<file path="src/sv/btpl_pkg.sv">
// Shared types and constants for the bracket table lookup block.
// Holds field widths, operation and register codes, and the structs
// passed between the scan controller, the entry RAM and the MAC unit.
package btpl_pkg;

  // Table and number formats
  localparam int unsigned TABLE_DEPTH        = 64;
  localparam int unsigned AMOUNT_WIDTH       = 48;
  localparam int unsigned RATE_WIDTH         = 32;
  localparam int unsigned RATE_FRACTION_BITS = 24;

  // Field widths fixed by the transaction format
  localparam int unsigned ENTRY_IDX_W = 6;
  localparam int unsigned COUNT_W     = 7;
  localparam int unsigned SEL_W       = 2;
  localparam int unsigned CFG_IDX_W   = 1;
  localparam int unsigned CFG_DATA_W  = 7;

  // Derived widths: RAM address and scan counter (holds the depth itself)
  localparam int unsigned IDX_W = (TABLE_DEPTH > 1) ? $clog2(TABLE_DEPTH) : 1;
  localparam int unsigned CNT_W = $clog2(TABLE_DEPTH + 1);

  // Operation codes
  localparam logic OP_WRITE  = 1'b0;
  localparam logic OP_LOOKUP = 1'b1;

  // Output select codes; both codes with the top bit set pick the computed value
  localparam logic [SEL_W-1:0] SEL_BASE = 2'd0;
  localparam logic [SEL_W-1:0] SEL_RATE = 2'd1;

  // Configuration register indexes
  localparam logic [CFG_IDX_W-1:0] CFG_INCLUSIVE = 1'b0;
  localparam logic [CFG_IDX_W-1:0] CFG_COUNT     = 1'b1;

  // One bracket entry as stored in the RAM
  typedef struct packed {
    logic [AMOUNT_WIDTH-1:0] limit;
    logic [AMOUNT_WIDTH-1:0] base;
    logic [RATE_WIDTH-1:0]   rate;
  } entry_t;

  localparam int unsigned ENTRY_W = $bits(entry_t);

  // Request into the multiply-add unit
  typedef struct packed {
    logic                    start;
    logic [AMOUNT_WIDTH-1:0] query;
    logic [AMOUNT_WIDTH-1:0] prev;
    logic [AMOUNT_WIDTH-1:0] base;
    logic [RATE_WIDTH-1:0]   rate;
  } mac_req_t;

  // Response from the multiply-add unit
  typedef struct packed {
    logic                    done;
    logic                    sat;
    logic [AMOUNT_WIDTH-1:0] value;
  } mac_rsp_t;

endpackage

</file>
<file path="src/sv/btpl_mac.sv">
// Multi-cycle multiply-add: base + round((query - prev) * rate), saturated.
// Depends on btpl_pkg for widths and the request/response structs.
module btpl_mac import btpl_pkg::*; (
  input  logic     clk_i,
  input  logic     rst_ni,
  input  mac_req_t req_i,
  output mac_rsp_t rsp_o
);

  localparam int unsigned AW   = AMOUNT_WIDTH;
  localparam int unsigned RW   = RATE_WIDTH;
  localparam int unsigned F    = RATE_FRACTION_BITS;
  localparam int unsigned H    = (AW + 1) / 2;        // lower slice of the excess
  localparam int unsigned PW   = AW + RW;             // full product width
  localparam int unsigned MW   = PW + 1 - F;          // rounded magnitude width
  localparam int unsigned SW   = MW + 2;              // signed sum width
  localparam logic [PW:0] HALF = (PW + 1)'(1) << (F - 1);

  localparam logic [2:0] ST_IDLE = 3'd0;
  localparam logic [2:0] ST_MLO  = 3'd1;
  localparam logic [2:0] ST_MHI  = 3'd2;
  localparam logic [2:0] ST_ADD  = 3'd3;
  localparam logic [2:0] ST_BASE = 3'd4;
  localparam logic [2:0] ST_SAT  = 3'd5;

  logic [2:0]      step_q;
  logic            done_q;

  logic [AW:0]     diff;
  logic [AW:0]     dmag_full;
  logic [RW-1:0]   rmag;

  logic [AW-1:0]   dmag_q;
  logic [RW-1:0]   rmag_q;
  logic            neg_q;
  logic [AW-1:0]   base_q;

  logic [H-1:0]    mul_a;
  logic [H+RW-1:0] mul_p;
  logic [H+RW-1:0] plo_q;
  logic [H+RW-1:0] phi_q;
  logic [PW:0]     prod_d;
  logic [PW:0]     prod_q;
  logic [SW-1:0]   base_ext;
  logic [SW-1:0]   mag_ext;
  logic [SW-1:0]   sum_d;
  logic [SW-1:0]   sum_q;
  logic            fits;
  logic            sat_q;
  logic [AW-1:0]   value_q;

  // Form excess and rate magnitudes
  assign diff      = {req_i.query[AW-1], req_i.query} - {req_i.prev[AW-1], req_i.prev};
  assign dmag_full = diff[AW] ? ((~diff) + 1'b1) : diff;
  assign rmag      = req_i.rate[RW-1] ? ((~req_i.rate) + 1'b1) : req_i.rate;

  // Share one multiplier between the two slices of the excess
  assign mul_a = (step_q == ST_MLO) ? dmag_q[H-1:0] : H'(dmag_q[AW-1:H]);
  assign mul_p = mul_a * rmag_q;

  // Recombine the partial products and round half away from zero
  assign prod_d = (PW + 1)'(plo_q) + ((PW + 1)'(phi_q) << H) + HALF;

  // Apply the sign and add the base at full width
  assign base_ext = SW'($signed(base_q));
  assign mag_ext  = SW'(prod_q[PW:F]);
  assign sum_d    = neg_q ? (base_ext - mag_ext) : (base_ext + mag_ext);

  // The sum fits when every bit above the amount sign matches it
  assign fits = (sum_q[SW-1:AW-1] == '0) || (sum_q[SW-1:AW-1] == '1);

  // Sequence the steps
  always_ff @(posedge clk_i or negedge rst_ni) begin
    if (!rst_ni) begin
      step_q <= ST_IDLE;
      done_q <= 1'b0;
    end else begin
      done_q <= 1'b0;
      case (step_q)
        ST_IDLE: begin
          if (req_i.start) begin
            step_q <= ST_MLO;
          end
        end
        ST_MLO:  step_q <= ST_MHI;
        ST_MHI:  step_q <= ST_ADD;
        ST_ADD:  step_q <= ST_BASE;
        ST_BASE: step_q <= ST_SAT;
        ST_SAT: begin
          step_q <= ST_IDLE;
          done_q <= 1'b1;
        end
        default: step_q <= ST_IDLE;
      endcase
    end
  end

  // Datapath registers
  always_ff @(posedge clk_i) begin
    if (step_q == ST_IDLE && req_i.start) begin
      dmag_q <= dmag_full[AW-1:0];
      rmag_q <= rmag;
      neg_q  <= diff[AW] ^ req_i.rate[RW-1];
      base_q <= req_i.base;
    end
    if (step_q == ST_MLO) begin
      plo_q <= mul_p;
    end
    if (step_q == ST_MHI) begin
      phi_q <= mul_p;
    end
    if (step_q == ST_ADD) begin
      prod_q <= prod_d;
    end
    if (step_q == ST_BASE) begin
      sum_q <= sum_d;
    end
    if (step_q == ST_SAT) begin
      sat_q <= !fits;
      if (fits) begin
        value_q <= sum_q[AW-1:0];
      end else if (sum_q[SW-1]) begin
        value_q <= {1'b1, {(AW - 1){1'b0}}};
      end else begin
        value_q <= {1'b0, {(AW - 1){1'b1}}};
      end
    end
  end

  assign rsp_o.done  = done_q;
  assign rsp_o.sat   = sat_q;
  assign rsp_o.value = value_q;

endmodule

</file>
<file path="config.mk">
export PLATFORM = sky130hd
export DESIGN_NAME = btpl_mac
export DESIGN_NICKNAME = d
export VERILOG_FILES = /design/src/sv/btpl_pkg.sv /design/src/sv/btpl_mac.sv
export SDC_FILE = /design/constraint.sdc
export NUM_CORES = 2
export LEC_CHECK = 0
export ABC_AREA = 0
export BUFFER_PORTS_ARGS = -buffer_cell sky130_fd_sc_hd__buf_2
export CAP_MARGIN = 20
export CORE_ASPECT_RATIO = 1.25
export CORE_MARGIN = 5
export CORE_UTILIZATION = 27
export CTS_CLUSTER_DIAMETER = 30
export DETAILED_ROUTE_END_ITERATION = 16
export PLACE_DENSITY = 0.51
export SYNTH_ARGS = -nofsm -noshare
export SYNTH_HDL_FRONTEND = slang
export SYNTH_SLANG_ARGS = --single-unit
</file>
<file path="constraint.sdc">
create_clock -name clk_i -period 25.1 [get_ports clk_i]
set_input_delay 3.765 -clock clk_i [delete_from_list [all_inputs] [get_ports clk_i]]
set_output_delay 3.765 -clock clk_i [all_outputs]
set_load 0.02 [all_outputs]
</file>
* Yosys cells after proc, flatten, opt, wreduce, memory -nomap -nowiden *
Index checks and enable logic that the tools add are counted.

word-level totals
  word-level logic and storage cells = 45
  input port bits = 179
  bits in registers = 434
  output and inout bits = 50

operators by class
  equal/unequal tests = 7
  $mul = 1
  reductions and logical operators = 5
  $add $sub $neg = 7
  multiplexer cells = 9
  bitwise gates (word level) = 3

operators by type and width
  operator                count
  $mux 48                 3
  $add 56x80->81          1
  $add 81x24->81 const B  1
  $add 48x58->59          1
  $mux 59                 1
  $sub 48x58->59          1
  $mul 24x32->56          1
  $sub 48x48->49          1
  $add 48x1->48 const B   1
  $not 48->48             1
  $add 32x1->32 const B   1
  $not 32->32             1
  $mux 31                 1
  $mux 24                 1
  $pmux 3 s5              1
  $eq 12x12->1 const B    1
  $logic_not 12->1        1
  $eq 3x2->1 const B      2
  $eq 3x3->1 const B      2
  $eq 3x1->1 const B      1
  $logic_not 3->1         1
  $mux 3                  1
  $ne 2x2->1 const B      1
  $logic_and 1x1->1       1
  4 further kinds         4

* Logic depth before layout (Yosys ltp) *
  word-level depth = 4
  mapped depth = 33
  depth with buffers taken out = 29

* Worst setup path after synthesis *
OpenSTA, ideal clock, no wires.

  path kind = input port to flip-flop
  start point = input req_i[176] (netlist bit)
  end point = register base_q[0] (enable)
  slack = 7.408 ns
  setup time = 0.978 ns
  stages = 1
  data arrival time = 16.714 ns
  data required time = 24.122 ns
  path buffers = 0
  cell sequence = nor4b_1

on the way
  cells in the longest elaborated chain, start to end = 1

RTL lines
  what                    RTL line         text
  start: declaration      btpl_mac.sv:6    input mac_req_t req_i,
  $logic_and 1x1->1       btpl_mac.sv:100  if (step_q == ST_IDLE && req_i.start) begin
  end signal: assignment  btpl_mac.sv:104  base_q <= req_i.base;
  end: declaration        btpl_mac.sv:36   logic [AW-1:0] base_q;

No other way between the ends.
A chain may end at the register's enable or synchronous reset.

* Final worst setup path *
  start point = register step_q[1]
  end point = register plo_q[55] (data pin)

on the way
  cells in the longest elaborated chain, start to end = 3

RTL lines
  what                      RTL line         text
  start: declaration        btpl_mac.sv:26   logic [2:0] step_q;
  start signal: assignment  btpl_mac.sv:75   step_q <= ST_IDLE;
  start signal: assignment  btpl_mac.sv:82   step_q <= ST_MLO;
  start signal: assignment  btpl_mac.sv:85   ST_MLO: step_q <= ST_MHI;
  $eq 3x1->1                btpl_mac.sv:58   assign mul_a = (step_q == ST_MLO) ? dmag_q[H-1:0] : H'(dmag_q[AW-1:H]);
  $mux 24                   btpl_mac.sv:58
  $mul 24x32->56            btpl_mac.sv:59   assign mul_p = mul_a * rmag_q;
  named net mul_p[55]       btpl_mac.sv:39   logic [H+RW-1:0] mul_p;
  end signal: assignment    btpl_mac.sv:107  plo_q <= mul_p;
  end: declaration          btpl_mac.sv:40   logic [H+RW-1:0] plo_q;

The timed path passes the listed nets, and every way through them passes these cells.

==> results.md <==
- Setup violations remaining at the end of the flow were counted as 0.
- The routed length per instance is approximately 18 microns.
- In this run the remaining antenna-violating nets after routing total 0.
- The tree is rooted in a sky130_fd_sc_hd__clkbuf_16.
- The worst-case headroom to the max-slew limit is 20.0%.
- The worst slack at placement is 15.43 ns.
- The worst setup path is captured at a flop.
- The startpoint of the most critical register-to-register path is step_q[1].
- The clock-pin slew on the worst setup and hold paths is approximately 0.050 ns.
- The first routing iteration left 1974 violations.
- For this configuration, the core starts out at a cell density of 27.2%.
- The worst setup path is launched from a flop.
- The routed design has 135 mm of wire.
- The fill cell instance count of the final layout is 18516.
- The instance count along the most critical hold path is 0.
- The total overflow left after global routing is 0.
- The path class of the lowest-slack min-delay path is flop to flop.
- The post-route worst hold slack is 0.518 ns.
- The via count is 35314.
- The number of buffers between clock root and the deepest sink is 3.
- TritonCTS built the clock tree.
- Of the cells placed in the final design, the portion with a size suffix greater than 1 is 8.93%.
- The tool flagged a number of max-cap violations equal to 0.
- The first global-routing pass estimated 214 mm of wire.
- The area growth from synthesis to layout is 13.7%.
- The synthesized instance count is 5064.
- The type of the setup path with the least slack is flop to flop.
- Counting both buffers and inverters, the worst setup path holds a total of 6.
- The total area inside the core boundary comes to 0.178 sq mm.
- The number of global-route vias before repair is 37716.
- The cts-stage hold buffer count is 0.
- Before antenna repair, the detailed router went through 5 iterations.
- The mean post-synth cell area is approximately 9.6 sq um.
- Between clock sinks in the finished design, the worst skew comes to 0.0362 ns.
- The capture point of the worst reg-to-reg path is plo_q[55].
- The sequential share of the synthesized area is 24.0%.
- The H-tree depth is 3.
- The slowest cell on the critical path is sky130_fd_sc_hd__mux2_2.
- The library cell with the largest summed area after synthesis is sky130_fd_sc_hd__fa_1.
- The die is 389 microns wide.
- The run finished with clean final reports.
- The most frequent cell on the critical path is sky130_fd_sc_hd__fa_1.
- For the worst-skew pair, the clock arrives at the later sink with an insertion delay of 0.64 ns.
- The number of placement rows is 173.
- The netlist uses 81 different library cells.
- At the pin with the least slew margin, the transition time is 1.20 ns.
- After routing, the total negative slack on setup checks comes to 0 ns.
- The final number of max-transition violations is 0.
- Of the post-synthesis cell area, the dominant cell type holds 27.3%.
- The count of flip-flops with a built-in enable after synthesis is approximately 380.
- The count of buffers inserted at the top-level ports is 228.
- Measured along the y axis, the die boundary spans 483 microns.
- The capturing element of the worst setup path is plo_q[55].
- The die area is ~0.19 sq mm.
- On the critical path the largest part of the delay comes from adder cells.
- The largest net degree at the start of global routing is 60.
- After legalization and detailed placement, the total HPWL measured 104 mm.
- The number of logic stages on the critical path including buffering is 27.
- The endpoint arrival time on the critical path is 10.05 ns.
- Ranked by total cell area, the synthesized netlist is headed by sky130_fd_sc_hd__fa_1, sky130_fd_sc_hd__edfxtp_1, sky130_fd_sc_hd__ha_1.
- The clock period minus final worst setup slack is about 9.7 ns.
- The longest individual stage delay on the worst path is 0.89 ns.
- Of all flip-flops after synthesis, the portion carrying an async set or reset was under 10%.
- The depth of the most critical reg-to-reg path is 27.
- In the global route stage, overall resource usage came out at 14.2%.
- The maximum clock frequency is just over 100 MHz.
- The beginning of the critical path is step_q[1].
- The clock drives 387 sinks.
- The register-to-register path setup slack is 15.42 ns.
- The initial antenna violation count is 22.
- The via-per-instance ratio is 4.63.
- The area of the mapped netlist is 0.0484 sq mm.
- The data required time at the worst endpoint is around 25 ns.
- In the synthesized netlist the dominant register cell turns out to be sky130_fd_sc_hd__edfxtp_1.
- At the end of the flow, the number of nets in the layout was 6358.
- Setup slack closes at 15.42 ns.
- The net count after synthesis is 6227.
- The final routed DRC violation total is 0.
- Of all nets on the critical path, the largest fanout is 58.
- The number of hold-slack violations in the final timing report is 0.
- Setup repair after global routing left no endpoint under its margin.
- Gates resized during post-CTS repair numbered 0.
- The global placement routability congestion is between 0.8 and 0.9.
- The number of buffers created by CTS is 83.
- The number of setup buffers added after CTS is 0.
- Synthesis inferred approximately 390 register bits.
- Yosys printed 0 warnings.
- The part of the cycle the worst path needs is about two fifths.
- The number of top-level pins is 229.
-- cell type report --
class                           instances  area [sq um]  share of cell area, %
Antenna cell                            9          22.5                 0.0409
Clock buffer                           94          2150                   3.91
Clock inverter                         58           703                   1.28
Timing Repair Buffer                  279          1590                   2.89
Sequential cell                       387         11600                   21.1
Multi-Input combinational cell       3562         32700                   59.4
Inverter                              882          3310                   6.02
Tap cell                             2362          2960                   5.37
-- registers in the layout, summed over array words and instances (netlist names) --
signal,cells
rmag_q,32
sum_q,59
phi_q,56
done_q,1
plo_q,33
dmag_q,48
step_q,3
sat_q,1
base_q,48
prod_q,57
neg_q,1
value_q,48
-- logic make-up (layout without fill, tap and decap cells) --
| logic type | after synthesis | count (layout) | synth area share [%] |
|---|---|---|---|
| and+or+nand+nor | 1463 | 1463 | 15.3 |
| buffers and inverters | 1115 | 1313 | 8.68 |
| adders and majority gates | 984 | 984 | 35.7 |
| AOI/OAI and AO/OA | 766 | 766 | 9.91 |
| DFF | 387 | 387 | 24.0 |
| xor gates and xnor gates | 323 | 323 | 5.84 |
| muxes | 26 | 26 | 0.592 |
| other | 0 | 9 | 0 |
-- per-layer routing --
metal | share of wire, % | vias to the layer above | global-route usage (%)
met5 | 0.085 | - | 0
met4 | 2.4 | 18 | 3.47
met3 | 6.2 | 219 | 2.83
met2 | 48 | 1048 | 24.2
met1 | 44 | 17374 | 18.6
li1 | - | 16655 | -
-- cell usage after synthesis (all sizes together) (19+ instances only) --
cell    count
nand2     524
ha        323
or3        22
o21ai     180
xnor2     228
fa        661
inv       882
o31ai      24
o21a       21
edfxtp    383
a21o      123
a31oi      39
nor4       23
nand4      45
and3       33
and2      307
mux2       21
nand2b     33
o21bai     19
a211oi     20
clkbuf    228
xor2       95
a21oi     241
nor2b     127
nand3      46
nor2      174
nor3       59
-- metrics by stage --
step	util, %	instance area [sq um]	instances
CTS	30.8	54900	7619
global placement	29.2	52000	7467
global route	30.9	55000	7626
detailed placement	29.2	52000	7467
floorplan	-	48400	5064
finish	30.9	55000	7633
-- worst min-delay path by stage --
| stage | end | startpoint | slack (ns) |
|---|---|---|---|
| after global routing | value_q[47] | sum_q[58] | 0.55 |
| after global placement | value_q[47] | sum_q[58] | 0.52 |
| after detailed placement | value_q[47] | sum_q[58] | 0.54 |
| final | value_q[47] | sum_q[58] | 0.52 |
| after CTS | value_q[47] | sum_q[58] | 0.54 |
| after floorplan | step_q[0] | step_q[0] | 0.49 |
-- cells in the final DEF (no fill, tap or decap), types with 127 or more instances in the layout --
| cell type | Yosys | final |
|---|---|---|
| sky130_fd_sc_hd__inv_1 | 882 | 882 |
| sky130_fd_sc_hd__fa_1 | 661 | 661 |
| sky130_fd_sc_hd__nand2_1 | 524 | 524 |
| sky130_fd_sc_hd__edfxtp_1 | 383 | 383 |
| sky130_fd_sc_hd__ha_1 | 323 | 323 |
| sky130_fd_sc_hd__and2_1 | 307 | 307 |
| sky130_fd_sc_hd__a21oi_1 | 240 | 240 |
| sky130_fd_sc_hd__xnor2_1 | 228 | 228 |
| sky130_fd_sc_hd__buf_2 | 0 | 228 |
| sky130_fd_sc_hd__o21ai_0 | 175 | 175 |
| sky130_fd_sc_hd__nor2_1 | 172 | 172 |
| sky130_fd_sc_hd__nor2b_1 | 127 | 127 |
Power is left out: the tool's default activity adds up to more than one toggle a clock period on the data nets, which glitch-free logic cannot reach.
