$ cat src/sv/btpl_pkg.sv
// Shared types and constants for the bracket table lookup block.
// Holds field widths, operation and register codes, and the structs
// passed between the scan controller, the entry RAM and the MAC unit.
package btpl_pkg;

  // Table and number formats
  localparam int unsigned TABLE_DEPTH        = 64;
  localparam int unsigned AMOUNT_WIDTH       = 48;
  localparam int unsigned RATE_WIDTH         = 32;
  localparam int unsigned RATE_FRACTION_BITS = 24;

  // Field widths fixed by the transaction format
  localparam int unsigned ENTRY_IDX_W = 6;
  localparam int unsigned COUNT_W     = 7;
  localparam int unsigned SEL_W       = 2;
  localparam int unsigned CFG_IDX_W   = 1;
  localparam int unsigned CFG_DATA_W  = 7;

  // Derived widths: RAM address and scan counter (holds the depth itself)
  localparam int unsigned IDX_W = (TABLE_DEPTH > 1) ? $clog2(TABLE_DEPTH) : 1;
  localparam int unsigned CNT_W = $clog2(TABLE_DEPTH + 1);

  // Operation codes
  localparam logic OP_WRITE  = 1'b0;
  localparam logic OP_LOOKUP = 1'b1;

  // Output select codes; both codes with the top bit set pick the computed value
  localparam logic [SEL_W-1:0] SEL_BASE = 2'd0;
  localparam logic [SEL_W-1:0] SEL_RATE = 2'd1;

  // Configuration register indexes
  localparam logic [CFG_IDX_W-1:0] CFG_INCLUSIVE = 1'b0;
  localparam logic [CFG_IDX_W-1:0] CFG_COUNT     = 1'b1;

  // One bracket entry as stored in the RAM
  typedef struct packed {
    logic [AMOUNT_WIDTH-1:0] limit;
    logic [AMOUNT_WIDTH-1:0] base;
    logic [RATE_WIDTH-1:0]   rate;
  } entry_t;

  localparam int unsigned ENTRY_W = $bits(entry_t);

  // Request into the multiply-add unit
  typedef struct packed {
    logic                    start;
    logic [AMOUNT_WIDTH-1:0] query;
    logic [AMOUNT_WIDTH-1:0] prev;
    logic [AMOUNT_WIDTH-1:0] base;
    logic [RATE_WIDTH-1:0]   rate;
  } mac_req_t;

  // Response from the multiply-add unit
  typedef struct packed {
    logic                    done;
    logic                    sat;
    logic [AMOUNT_WIDTH-1:0] value;
  } mac_rsp_t;

endpackage

$ cat src/sv/btpl_scan.sv
// Scan controller: writes entries, walks the entry RAM for a lookup and
// forms the result. Depends on btpl_pkg; drives btpl_ram and btpl_mac.
module btpl_scan import btpl_pkg::*; (
  input  logic                    clk_i,
  input  logic                    rst_ni,
  input  logic                    start_i,
  input  logic                    op_i,
  input  logic [ENTRY_IDX_W-1:0]  entry_index_i,
  input  logic [AMOUNT_WIDTH-1:0] entry_limit_i,
  input  logic [AMOUNT_WIDTH-1:0] entry_base_i,
  input  logic [RATE_WIDTH-1:0]   entry_rate_i,
  input  logic [AMOUNT_WIDTH-1:0] query_value_i,
  input  logic [SEL_W-1:0]        output_select_i,
  input  logic                    inclusive_i,
  input  logic [COUNT_W-1:0]      count_i,
  output logic                    busy_o,
  output logic                    ram_we_o,
  output logic [IDX_W-1:0]        ram_waddr_o,
  output entry_t                  ram_wdata_o,
  output logic                    ram_re_o,
  output logic [IDX_W-1:0]        ram_raddr_o,
  input  entry_t                  ram_rdata_i,
  output mac_req_t                mac_req_o,
  input  mac_rsp_t                mac_rsp_i,
  output logic                    done_o,
  output logic [AMOUNT_WIDTH-1:0] result_value_o,
  output logic                    found_o,
  output logic                    saturated_o
);

  localparam logic [1:0] S_IDLE = 2'd0;
  localparam logic [1:0] S_SCAN = 2'd1;
  localparam logic [1:0] S_MAC  = 2'd2;

  logic [1:0]              state_q;
  logic                    done_q;
  logic [CNT_W-1:0]        cnt_q;
  logic [CNT_W-1:0]        n_q;
  logic [CNT_W-1:0]        n_d;
  logic [AMOUNT_WIDTH-1:0] query_q;
  logic [SEL_W-1:0]        sel_q;
  logic [AMOUNT_WIDTH-1:0] prev_q;
  logic [AMOUNT_WIDTH-1:0] res_q;
  logic                    found_q;
  logic                    sat_q;

  logic                    accept;
  logic                    lookup;
  logic                    hit;
  logic                    last;
  logic [AMOUNT_WIDTH-1:0] pick;

  assign accept = start_i && (state_q == S_IDLE);
  assign lookup = accept && (op_i == OP_LOOKUP);
  assign busy_o = (state_q != S_IDLE);

  // Clamp the entry count to the table depth
  assign n_d = (count_i > TABLE_DEPTH) ? CNT_W'(TABLE_DEPTH) : CNT_W'(count_i);

  // Entry writes happen only while idle, so reads and writes never overlap
  assign ram_we_o    = accept && (op_i == OP_WRITE) && (entry_index_i < TABLE_DEPTH);
  assign ram_waddr_o = IDX_W'(entry_index_i);
  assign ram_wdata_o = '{limit: entry_limit_i, base: entry_base_i, rate: entry_rate_i};

  // Fetch entry zero on accept, then run one entry ahead of the compare
  assign ram_re_o    = lookup || (state_q == S_SCAN);
  assign ram_raddr_o = (state_q == S_SCAN) ? IDX_W'(cnt_q[IDX_W-1:0] + 1'b1) : '0;

  // Compare the fetched limit with the query
  assign hit = ($signed(query_q) < $signed(ram_rdata_i.limit)) ||
               (inclusive_i && (query_q == ram_rdata_i.limit));
  assign last = (CNT_W'(cnt_q + 1'b1) == n_q);

  assign pick = (sel_q == SEL_RATE) ? AMOUNT_WIDTH'($signed(ram_rdata_i.rate))
                                    : ram_rdata_i.base;

  // Hand the matched bracket to the multiply-add unit
  assign mac_req_o.start = (state_q == S_SCAN) && hit && sel_q[1];
  assign mac_req_o.query = query_q;
  assign mac_req_o.prev  = prev_q;
  assign mac_req_o.base  = ram_rdata_i.base;
  assign mac_req_o.rate  = ram_rdata_i.rate;

  // Control state
  always_ff @(posedge clk_i or negedge rst_ni) begin
    if (!rst_ni) begin
      state_q <= S_IDLE;
      done_q  <= 1'b0;
    end else begin
      done_q <= 1'b0;
      case (state_q)
        S_IDLE: begin
          if (lookup) begin
            if (n_d == '0) begin
              done_q <= 1'b1;
            end else begin
              state_q <= S_SCAN;
            end
          end
        end
        S_SCAN: begin
          if (hit) begin
            if (sel_q[1]) begin
              state_q <= S_MAC;
            end else begin
              done_q  <= 1'b1;
              state_q <= S_IDLE;
            end
          end else if (last) begin
            done_q  <= 1'b1;
            state_q <= S_IDLE;
          end
        end
        S_MAC: begin
          if (mac_rsp_i.done) begin
            done_q  <= 1'b1;
            state_q <= S_IDLE;
          end
        end
        default: state_q <= S_IDLE;
      endcase
    end
  end

  // Transaction and result registers
  always_ff @(posedge clk_i) begin
    case (state_q)
      S_IDLE: begin
        if (lookup) begin
          query_q <= query_value_i;
          sel_q   <= output_select_i;
          n_q     <= n_d;
          cnt_q   <= '0;
          prev_q  <= '0;
          res_q   <= '0;
          found_q <= 1'b0;
          sat_q   <= 1'b0;
        end
      end
      S_SCAN: begin
        if (hit) begin
          found_q <= 1'b1;
          res_q   <= pick;
        end else begin
          prev_q <= ram_rdata_i.limit;
          cnt_q  <= CNT_W'(cnt_q + 1'b1);
        end
      end
      S_MAC: begin
        if (mac_rsp_i.done) begin
          res_q <= mac_rsp_i.value;
          sat_q <= mac_rsp_i.sat;
        end
      end
      default: ;
    endcase
  end

  assign done_o         = done_q;
  assign result_value_o = res_q;
  assign found_o        = found_q;
  assign saturated_o    = sat_q;

endmodule

$ cat config.mk
export PLATFORM = sky130hd
export DESIGN_NAME = btpl_scan
export DESIGN_NICKNAME = d
export VERILOG_FILES = /design/src/sv/btpl_pkg.sv /design/src/sv/btpl_scan.sv
export SDC_FILE = /design/constraint.sdc
export NUM_CORES = 1
export LEC_CHECK = 0
export ABC_CLOCK_PERIOD_IN_PS = 7700
export BUFFER_PORTS_ARGS = -buffer_cell sky130_fd_sc_hd__buf_2
export CORE_AREA = 2 2 292 294
export DETAILED_ROUTE_END_ITERATION = 7
export DIE_AREA = 0 0 294 296
export PLACE_DENSITY = 0.34
export SLEW_MARGIN = 20
export SYNTH_ARGS = -nofsm -noshare
export SYNTH_HDL_FRONTEND = slang
export SYNTH_SLANG_ARGS = --single-unit
$ cat constraint.sdc
create_clock -name clk_i -period 7.7 [get_ports clk_i]
set_input_delay 0 -clock clk_i [delete_from_list [all_inputs] [get_ports clk_i]]
set_output_delay 0 -clock clk_i [all_outputs]
set_load 0.1 [all_outputs]
* Word-level counts from Yosys, hierarchy flattened *
Cells that the tools add are included.

cells by class
  bitwise gates (word level) = 1
  magnitude comparators = 2
  mux-type cells = 31
  equality and inequality tests = 11
  add/subtract/negate cells = 2
  reductions and logical operators = 20

operator list
  kind                                                             count
  48-bit two-way mux                                               5
  48-bit case mux with 3 select lines                              1
  48-bit case mux with 2 select lines                              1
  48-bit == test                                                   1
  48-bit less-than comparator                                      1
  7-bit two-way mux                                                3
  7-bit case mux with 2 select lines                               1
  2-bit two-way mux                                                6
  2-bit inequality test, second input constant                     5
  1-bit two-way mux                                                9
  3-bit AND reduction                                              3
  4-bit AND reduction                                              2
  7-bit by 1-bit adder with 7-bit output, second input constant    1
  7-bit == test                                                    1
  7-bit greater-than comparator, second input constant             1
  7-bit logical NOT                                                1
  6-bit by 1-bit adder with 6-bit output, second input constant    1
  1-bit logical AND                                                6
  6-bit two-way mux                                                1
  2-bit case mux with 3 select lines                               1
  2-bit nonzero test                                               3
  2-bit by 1-bit == test with 1-bit output, second input constant  2
  1-bit case mux with 2 select lines                               2
  3-bit inequality test, second input constant                     1
  7 further kinds                                                  8

storage, ports and cells
  register bits = 165
  logic and storage cells = 77
  output and inout port bits = 371

* Longest topological paths before layout *
Gate-level depths: netlist of run 1.

  depth in word-level cells = 6
  depth in mapped cells = 10

* Worst setup path before layout of run 1 *
Ideal clock, no wire load.

  kind = flip-flop to flip-flop
  start = reg query_q[11]
  end = reg cnt_q[0], enable pin
  data required time = 7.214 ns
  data arrival time = 5.346 ns
  cell stages (with the launch flop) = 10
  period minus slack after synthesis = 5.832 ns
  setup time = 0.486 ns
  slack = 1.868 ns
  buffers on the path = 0
  cell sequence = edfxtp_1 > ha_1 > a21oi_1 > o21a_1 > nor2_1 > o31a_1 > o41ai_2 > and3b_4 > nor2_1 > a21oi_1

on the way
  cells in the longest elaborated chain, start to end = 5
  elaborated cells between the ends (all ways) = 6

ends and longest elaborated chain
  item                                                                 line              RTL
  from (decl)                                                          btpl_scan.sv:40   logic [AMOUNT_WIDTH-1:0] query_q;
  from (signal assigned)                                               btpl_scan.sv:130  query_q <= query_value_i;
  branches (longest 2 deep; another with 48-bit less-than comparator)  -
  1-bit logical OR *                                                   btpl_scan.sv:70   assign hit = ($signed(query_q) < $signed(ram_rdata_i.limit)) ||
  2-bit inequality test (no line) *                                    -
  3-bit AND reduction (no line) *                                      -
  to (signal assigned)                                                 btpl_scan.sv:146  cnt_q <= CNT_W'(cnt_q + 1'b1);
  to (decl)                                                            btpl_scan.sv:37   logic [CNT_W-1:0] cnt_q;

Mark *: on every way between the ends.
A chain may end at the register's enable or synchronous reset.

* Final worst setup path of run 1 *
  start = reg query_q[47]
  end = reg res_q[20] (netlist: result_value_o[20]), enable pin

on the way
  cells in the longest elaborated chain, start to end = 5
  elaborated cells between the ends (all ways) = 6

ends and longest elaborated chain
  item                                                                 line              RTL
  branches (longest 2 deep; another with 48-bit less-than comparator)  -
  1-bit logical OR *                                                   btpl_scan.sv:70
  2-bit inequality test (no line) *                                    -
  4-bit AND reduction (no line) *                                      -
  to (signal assigned)                                                 btpl_scan.sv:143  res_q <= pick;
  to (signal assigned)                                                 btpl_scan.sv:151  res_q <= mac_rsp_i.value;
  to (decl)                                                            btpl_scan.sv:43   logic [AMOUNT_WIDTH-1:0] res_q;

Marked as above.

==> results by group, run 1 <==
CTS
  • CTS HTree Levels: 4
  • CTS sink count: 165
  • Hold buffers post-CTS: 168
  • Clock-pin slew on the worst setup and hold paths: 0.07 ns
  • Clock Latency Late Sink: 0.49 ns
  • Postcts setup bufs: 0
  • CTS max path bufs: 2
  • CTS tree: yes
  • Number of buffers created by CTS: 17
  • Root Driver: clkbuf_16
  • Post-CTS Resized: 0

Power
  • Peak VDD IR: 232 uV
  • PwrDens: 459 mW/mm^2
  • Leakage: 6.07 nW

Detailed routing
  • Post-route ant nets: 0
  • Pre-antenna DRT Iters: 4
  • Final wirelength: 54800 um
  • Via Count: 7988
  • Post-detailed-route wirelength per cell: 22.6 um
  • DR iter-0 viols: 226
  • DRC Markers: 0
  • Drt via density: 3.29

Place
  • RePlAce Congestion: 0.866
  • IO Port Bufs: 476
  • HPWL after detailed placement: 46200 um
  • Placed cell areas: 0.0120 sq mm

Worst hold path
  • Hold Crit Start: entry_rate_i[22]
  • HP Class: input pin to output port

Critical path
  • CP arrival: 3.85 ns
  • RR Startpoint: query_q[47]$_DFFE_PP_
  • Worst path max stage delay: 0.73 ns
  • CP max FO: 48
  • Crit. Startpoint: query_q[47]$_DFFE_PP_
  • CP Launch Type: flop
  • Cells along the critical path: ha_1 -> and4_4 -> nand2_4 -> o41ai_1 -> a211oi_2 -> and3b_4 -> or2_4 -> a21oi_4 -> buf_4
  • Worst path required time: 7.81 ns
  • Crit Path Category: flop to flop
  • Setup crit end kind: flop
  • CP max stage cell: o41ai_1

STA
  • Tmin final: 3.74 ns
  • RSZ-0062 raised after global routing: no
  • Setup violations, final: 0
  • F_max: 0.267 GHz
  • Worst Max-Slew Pin Slew: 0.926 ns
  • Clk_skew: 0.0176 ns
  • Slew Viols, Final: 0
  • Setup TNS: 0 ns
  • Hold Vio Cnt, Final: 0
  • Rel. slew slack: 38.3%
  • Final Cycle Share: 48.6%

Logic synthesis
  • Netlist cell types: 53
  • Post-synth ARST share: 1.82%
  • EDFF count, synth: 162
  • Mapped cell area: 0.00984 sq mm
  • Mean Syn Cell Area: 11.0 sq um
  • Gate Count Post-Synth: 896
  • Number of synthesized register bits: 165
  • YS warnings: 0
  • Net count after synthesis: 1323
  • Post-synthesis sequential area ratio: 50.2%
  • Primary FF master, synth: edfxtp_1

Cells and area
  • Area grow syn2layout: 44.0%
  • Final instance area: 0.0142 sq mm
  • Commonest non-fill, non-tap cell in the layout: buf_2
  • Share of cells above drive strength 1: 39.9%
  • Most frequent cells in the layout: buf_2, dlygate4sd3_1, edfxtp_1
  • Fin nets: 1748

Global routing
  • Gr usage total: 12.2%
  • Initial antenna violation count: 8
  • First-pass GRT wire length: 70300 um
  • Vias in the first global route: 8100
  • Total gr overflow: 0
  • Largest net degree at the start of global routing: 59

Run
  • Max_cap viols: 0

Floorplan
  • Die height: 296 um
  • Die area: 0.0870 sq mm
  • Core footprint: 0.0842 sq mm
  • # rows: 107
  • I/O pin total: 745
  • Initial cell density of the core: 11.7%
  • Die width: 294 um

Status
  • Outcome: finished clean
==> cell type report <==
type | instances | area [sq um]
antenna | 2 | 5.00
clock buffer | 18 | 429
clock inverter | 14 | 101
fill | 9433 | 70000
inverter | 54 | 205
multi-input combinational | 431 | 3010
sequential | 165 | 4940
tap | 1090 | 1360
timing repair buffer | 652 | 4120
==> worst max-delay path, delay by kind of cell (launching register included) <==
kind	cells	cell delay, ns
AND/OR/NAND/NOR	4	0.85
adder cells (fa/ha/maj)	1	0.45
flip-flops	1	0.42
AO/OA/AOI/OAI	3	1.00
buffers and inverters	1	0.58
==> per-stage QoR <==
step,power (mW),util (%),hold WS [ns],std cells,setup WS [ns]
3_3_place_gp,5.66,14.2,-0.192,2224,3.91
5_1_grt,6.81,16.8,0.000402,2424,3.79
6_report,6.50,16.8,0.000130,2426,3.96
3_5_place_dp,5.67,14.2,-0.194,2224,3.87
2_1_floorplan,5.10,-,-0.296,896,1.87
4_1_cts,6.66,16.8,0.000681,2424,3.85
==> cell usage after synthesis (all sizes together) (2+ instances only) <==
cell / number / area, sq um
buf: 218 / 1620
edfxtp: 162 / 4860
nor2: 71 / 267
inv: 54 / 203
ha: 53 / 663
nand2: 45 / 176
a21oi: 37 / 185
and2: 37 / 231
mux2i: 32 / 320
o21ai: 32 / 160
clkbuf: 28 / 105
nor2b: 26 / 163
a2bb2oi: 17 / 149
nand3: 10 / 50.1
nand4: 10 / 62.6
nor3: 7 / 35.0
xnor2: 7 / 61.3
a211oi: 6 / 50.1
a21o: 6 / 46.3
nor4: 5 / 52.6
xor2: 4 / 35.0
dfrtp: 3 / 75.1
a211o: 2 / 18.8
and3: 2 / 12.5
and4: 2 / 20.0
o41ai: 2 / 25.0
xnor3: 2 / 47.6
==> layer usage <==
layer	wire length, um	global-route usage (%)
met4	581	2.92
met1	19100	11.9
met5	83	0.222
met3	6880	6.87
met2	28200	22.1
==> state kept, by name, indices dropped and copies added (netlist names), 2 cells and up <==
register / cells
prev_q: 48
query_q: 48
result_value_o: 48
cnt_q: 7
n_q: 7
sel_q: 2
state_q: 2
==> logic make-up (layout without fill, tap and decap cells) <==
group | Yosys count | after routing | synth area share (%)
flip-flops | 165 | 165 | 50.2
XOR/XNOR | 13 | 13 | 1.46
AO/OA/AOI/OAI | 112 | 112 | 7.32
multiplexers | 32 | 32 | 3.26
buffers and inverters | 300 | 738 | 19.6
adder cells (fa/ha/maj) | 53 | 53 | 6.74
other | 0 | 2 | 0
AND/OR/NAND/NOR | 221 | 221 | 11.4
==> final timing paths <==
check,to,slack [ns],depth (start not counted)
hold / removal,ram_wdata_o[22],0.0001,0
hold reg to reg,state_q[1]$_DFFE_PN0P_,0.61,1
setup / recovery,result_value_o[20]$_DFFE_PP_,3.96,9
max in group asynchronous,done_o$_DFF_PN0_,7.09,3
setup reg to reg,result_value_o[20]$_DFFE_PP_,3.96,9
min in group asynchronous,state_q[0]$_DFFE_PN0P_,0.45,3
==> power by group <==
part	internal (mW)	leakage, nW	switching, mW
Sequential	1.47	1.60	0.120
Combinational	0.656	4.22	3.41
Clock	0.414	0.255	0.431
Total	2.54	6.07	3.96
(Power assumes the default switching activity.)
==> run 2: changes to the inputs <==
- ABC_CLOCK_PERIOD_IN_PS: 7700 -> 3750
- clock period: 7.7 -> 3.75 ns (I/O delays scaled with it)
==> run 2 against run 1 <==
Critical path depth unchanged. Count of clock-buffer cells in the layout down 1. Sequential power up 100%. Via count about the same. Clock skew down 0.0017 ns. Sequential share of layout area down 0.47 points. Register-to-register slack worse by 3.4 ns. Critical path type is now flop to output port. Critical endpoint is now mac_req_o[176].
==> results by group, run 2 (synthesis gave the netlist of run 1 again) <==
Power
  • Sequential Power Share: 23.4%
  • Peak VDD IR: 605 uV
  • Int Pwr: 5.63 mW
  • Overall power: 13.8 mW
  • Comb power frac: 61.3%
  • Net Sw Frac: 59.3%
  • PwrDens: 964 mW/mm^2
  • Leakage: 6.13 nW
  • Clock Power Share: 15.3%
  • Sw Pwr: 8.22 mW

Floorplan
  • Die area: 0.0870 sq mm
  • Core footprint: 0.0842 sq mm
  • Die height: 296 um
  • I/O pin total: 745
  • Initial cell density of the core: 11.7%
  • Die width: 294 um
  • # rows: 107

Critical path
  • Cells along the critical path: ha_1 -> nand4_1 -> nor3_1 -> a221o_2 -> o41ai_4 -> a21oi_1 -> nor2_2 -> and3_1 -> buf_12
  • Worst path required time: 3.75 ns
  • CP Launch Type: flop
  • Worst path max stage delay: 0.45 ns
  • Crit Path Category: flop to output port
  • Setup crit end kind: output port
  • Worst R2R Path Depth: 9
  • CP arrival: 3.25 ns
  • CP max stage cell: o41ai_4
  • CP max FO: 4

STA
  • Final Cycle Share: 86.6%
  • Clk_skew: 0.0159 ns
  • Setup violations, final: 0
  • Slew Viols, Final: 0
  • Worst Max-Slew Pin Slew: 0.893 ns
  • F_max: 0.308 GHz
  • RSZ-0062 raised after global routing: no
  • Tmin final: 3.25 ns
  • Rel. slew slack: 40.5%
  • Worst Setup Slack, final: 0.503 ns
  • Hold Vio Cnt, Final: 0

Cells and area
  • Fin nets: 1744
  • Final instance area: 0.0144 sq mm
  • Commonest non-fill, non-tap cell in the layout: buf_2
  • Share of cells above drive strength 1: 40.8%
  • Most frequent cells in the layout: buf_2, edfxtp_1, dlygate4sd3_1
  • Area grow syn2layout: 46.0%
  • Fillers: 9471

CTS
  • Post-CTS Resized: 0
  • Clock Latency Late Sink: 0.48 ns
  • Root Driver: clkbuf_16
  • Hold buffers post-CTS: 162
  • CTS HTree Levels: 4
  • CTS max path bufs: 2
  • Clock-pin slew on the worst setup and hold paths: 0.08 ns
  • Number of buffers created by CTS: 17
  • CTS tree: yes
  • CTS sink count: 165
  • Postcts setup bufs: 0

Global routing
  • Initial antenna violation count: 14
  • Vias in the first global route: 8151
  • Gr usage total: 12.1%
  • Total gr overflow: 0
  • First-pass GRT wire length: 70200 um
  • Largest net degree at the start of global routing: 60

Status
  • Outcome: finished clean

Detailed routing
  • Drt via density: 3.30
  • Post-detailed-route wirelength per cell: 22.6 um
  • Pre-antenna DRT Iters: 4
  • Via Count: 7985
  • DRC Markers: 0
  • DR iter-0 viols: 320
  • Final wirelength: 54700 um
  • Post-route ant nets: 0

Place
  • RePlAce Congestion: 0.893
  • Post-Place Setup Slack: 0.468 ns
  • IO Port Bufs: 476
  • Placed cell areas: 0.0121 sq mm
  • HPWL after detailed placement: 46500 um

Run
  • Max_cap viols: 0

Worst hold path
  • Worst hold stages: 0
  • HP Class: input pin to output port
[run 2: changes by cell type in the layout (fill, tap and decap cells not counted), moves of 2 or more]
cell / before / now
buf_12: 0 / 4
bufinv_16: 0 / 5
clkinv_1: 3 / 1
clkinv_4: 3 / 0
dlygate4sd3_1: 168 / 162
ha_1: 51 / 48
ha_4: 0 / 3
inv_8: 0 / 3
[run 2: power groups by stage]
stage / registers, mW / logic (mW) / clock network (mW)
after floorplan: 7.60 / 2.86 / 0
after global placement: 3.29 / 8.43 / 0
after detailed placement: 3.30 / 8.44 / 0
after CTS: 3.26 / 8.69 / 2.23
after global routing: 3.31 / 8.90 / 2.26
final: 3.25 / 8.49 / 2.11
[run 2: stage by stage]
stage | cells | util [%] | setup TNS (ns) | hold WS [ns]
detailed placement | 2226 | 14.3 | 0 | -0.195
finish | 2421 | 17.1 | 0 | 0.000152
global placement | 2226 | 14.3 | 0 | -0.198
global route | 2421 | 17.1 | 0 | 0.000550
CTS | 2420 | 17.1 | 0 | 0.000681
floorplan | 896 | - | -25.83 | -0.296
[run 2: final timing paths]
path / slack [ns] / start / endpoint
max reg2reg: 0.53 / query_q[29]$_DFFE_PP_ / result_value_o[16]$_DFFE_PP_
max: 0.50 / query_q[29]$_DFFE_PP_ / mac_req_o[176]
max in group asynchronous: 3.14 / rst_ni / state_q[1]$_DFFE_PN0P_
min: 0.0002 / entry_limit_i[47] / ram_wdata_o[127]
min in group asynchronous: 0.45 / rst_ni / state_q[0]$_DFFE_PN0P_
min reg2reg: 0.57 / state_q[1]$_DFFE_PN0P_ / state_q[1]$_DFFE_PN0P_
[run 2: layout make-up]
| cell class | count | area, sq um | area share (%) |
|---|---|---|---|
| flip-flops and latches | 165 | 4940 | 34.4 |
| repair buffers | 648 | 4130 | 28.8 |
| multi-input cells | 431 | 3060 | 21.3 |
| well taps | 1090 | 1360 | 9.49 |
| clock buffers | 17 | 425 | 2.96 |
| clock inverters | 15 | 238 | 1.65 |
| inverters | 54 | 205 | 1.43 |
| diodes | 1 | 2.50 | 0.0174 |
[run 2: critical path: cells and delay by family, from the launching register on]
family | cells | cell delay [ns]
AOI/OAI and AO/OA | 3 | 1.07
and+or+nand+nor | 4 | 0.76
DFF | 1 | 0.39
adders and majority gates | 1 | 0.33
buffers and inverters | 1 | 0.19
[run 2: layer usage]
layer | global-route usage, % | wire length, um
met5 | 0.0554 | 58
met2 | 22.0 | 27800
met1 | 11.4 | 18500
met3 | 7.39 | 7500
met4 | 2.94 | 857
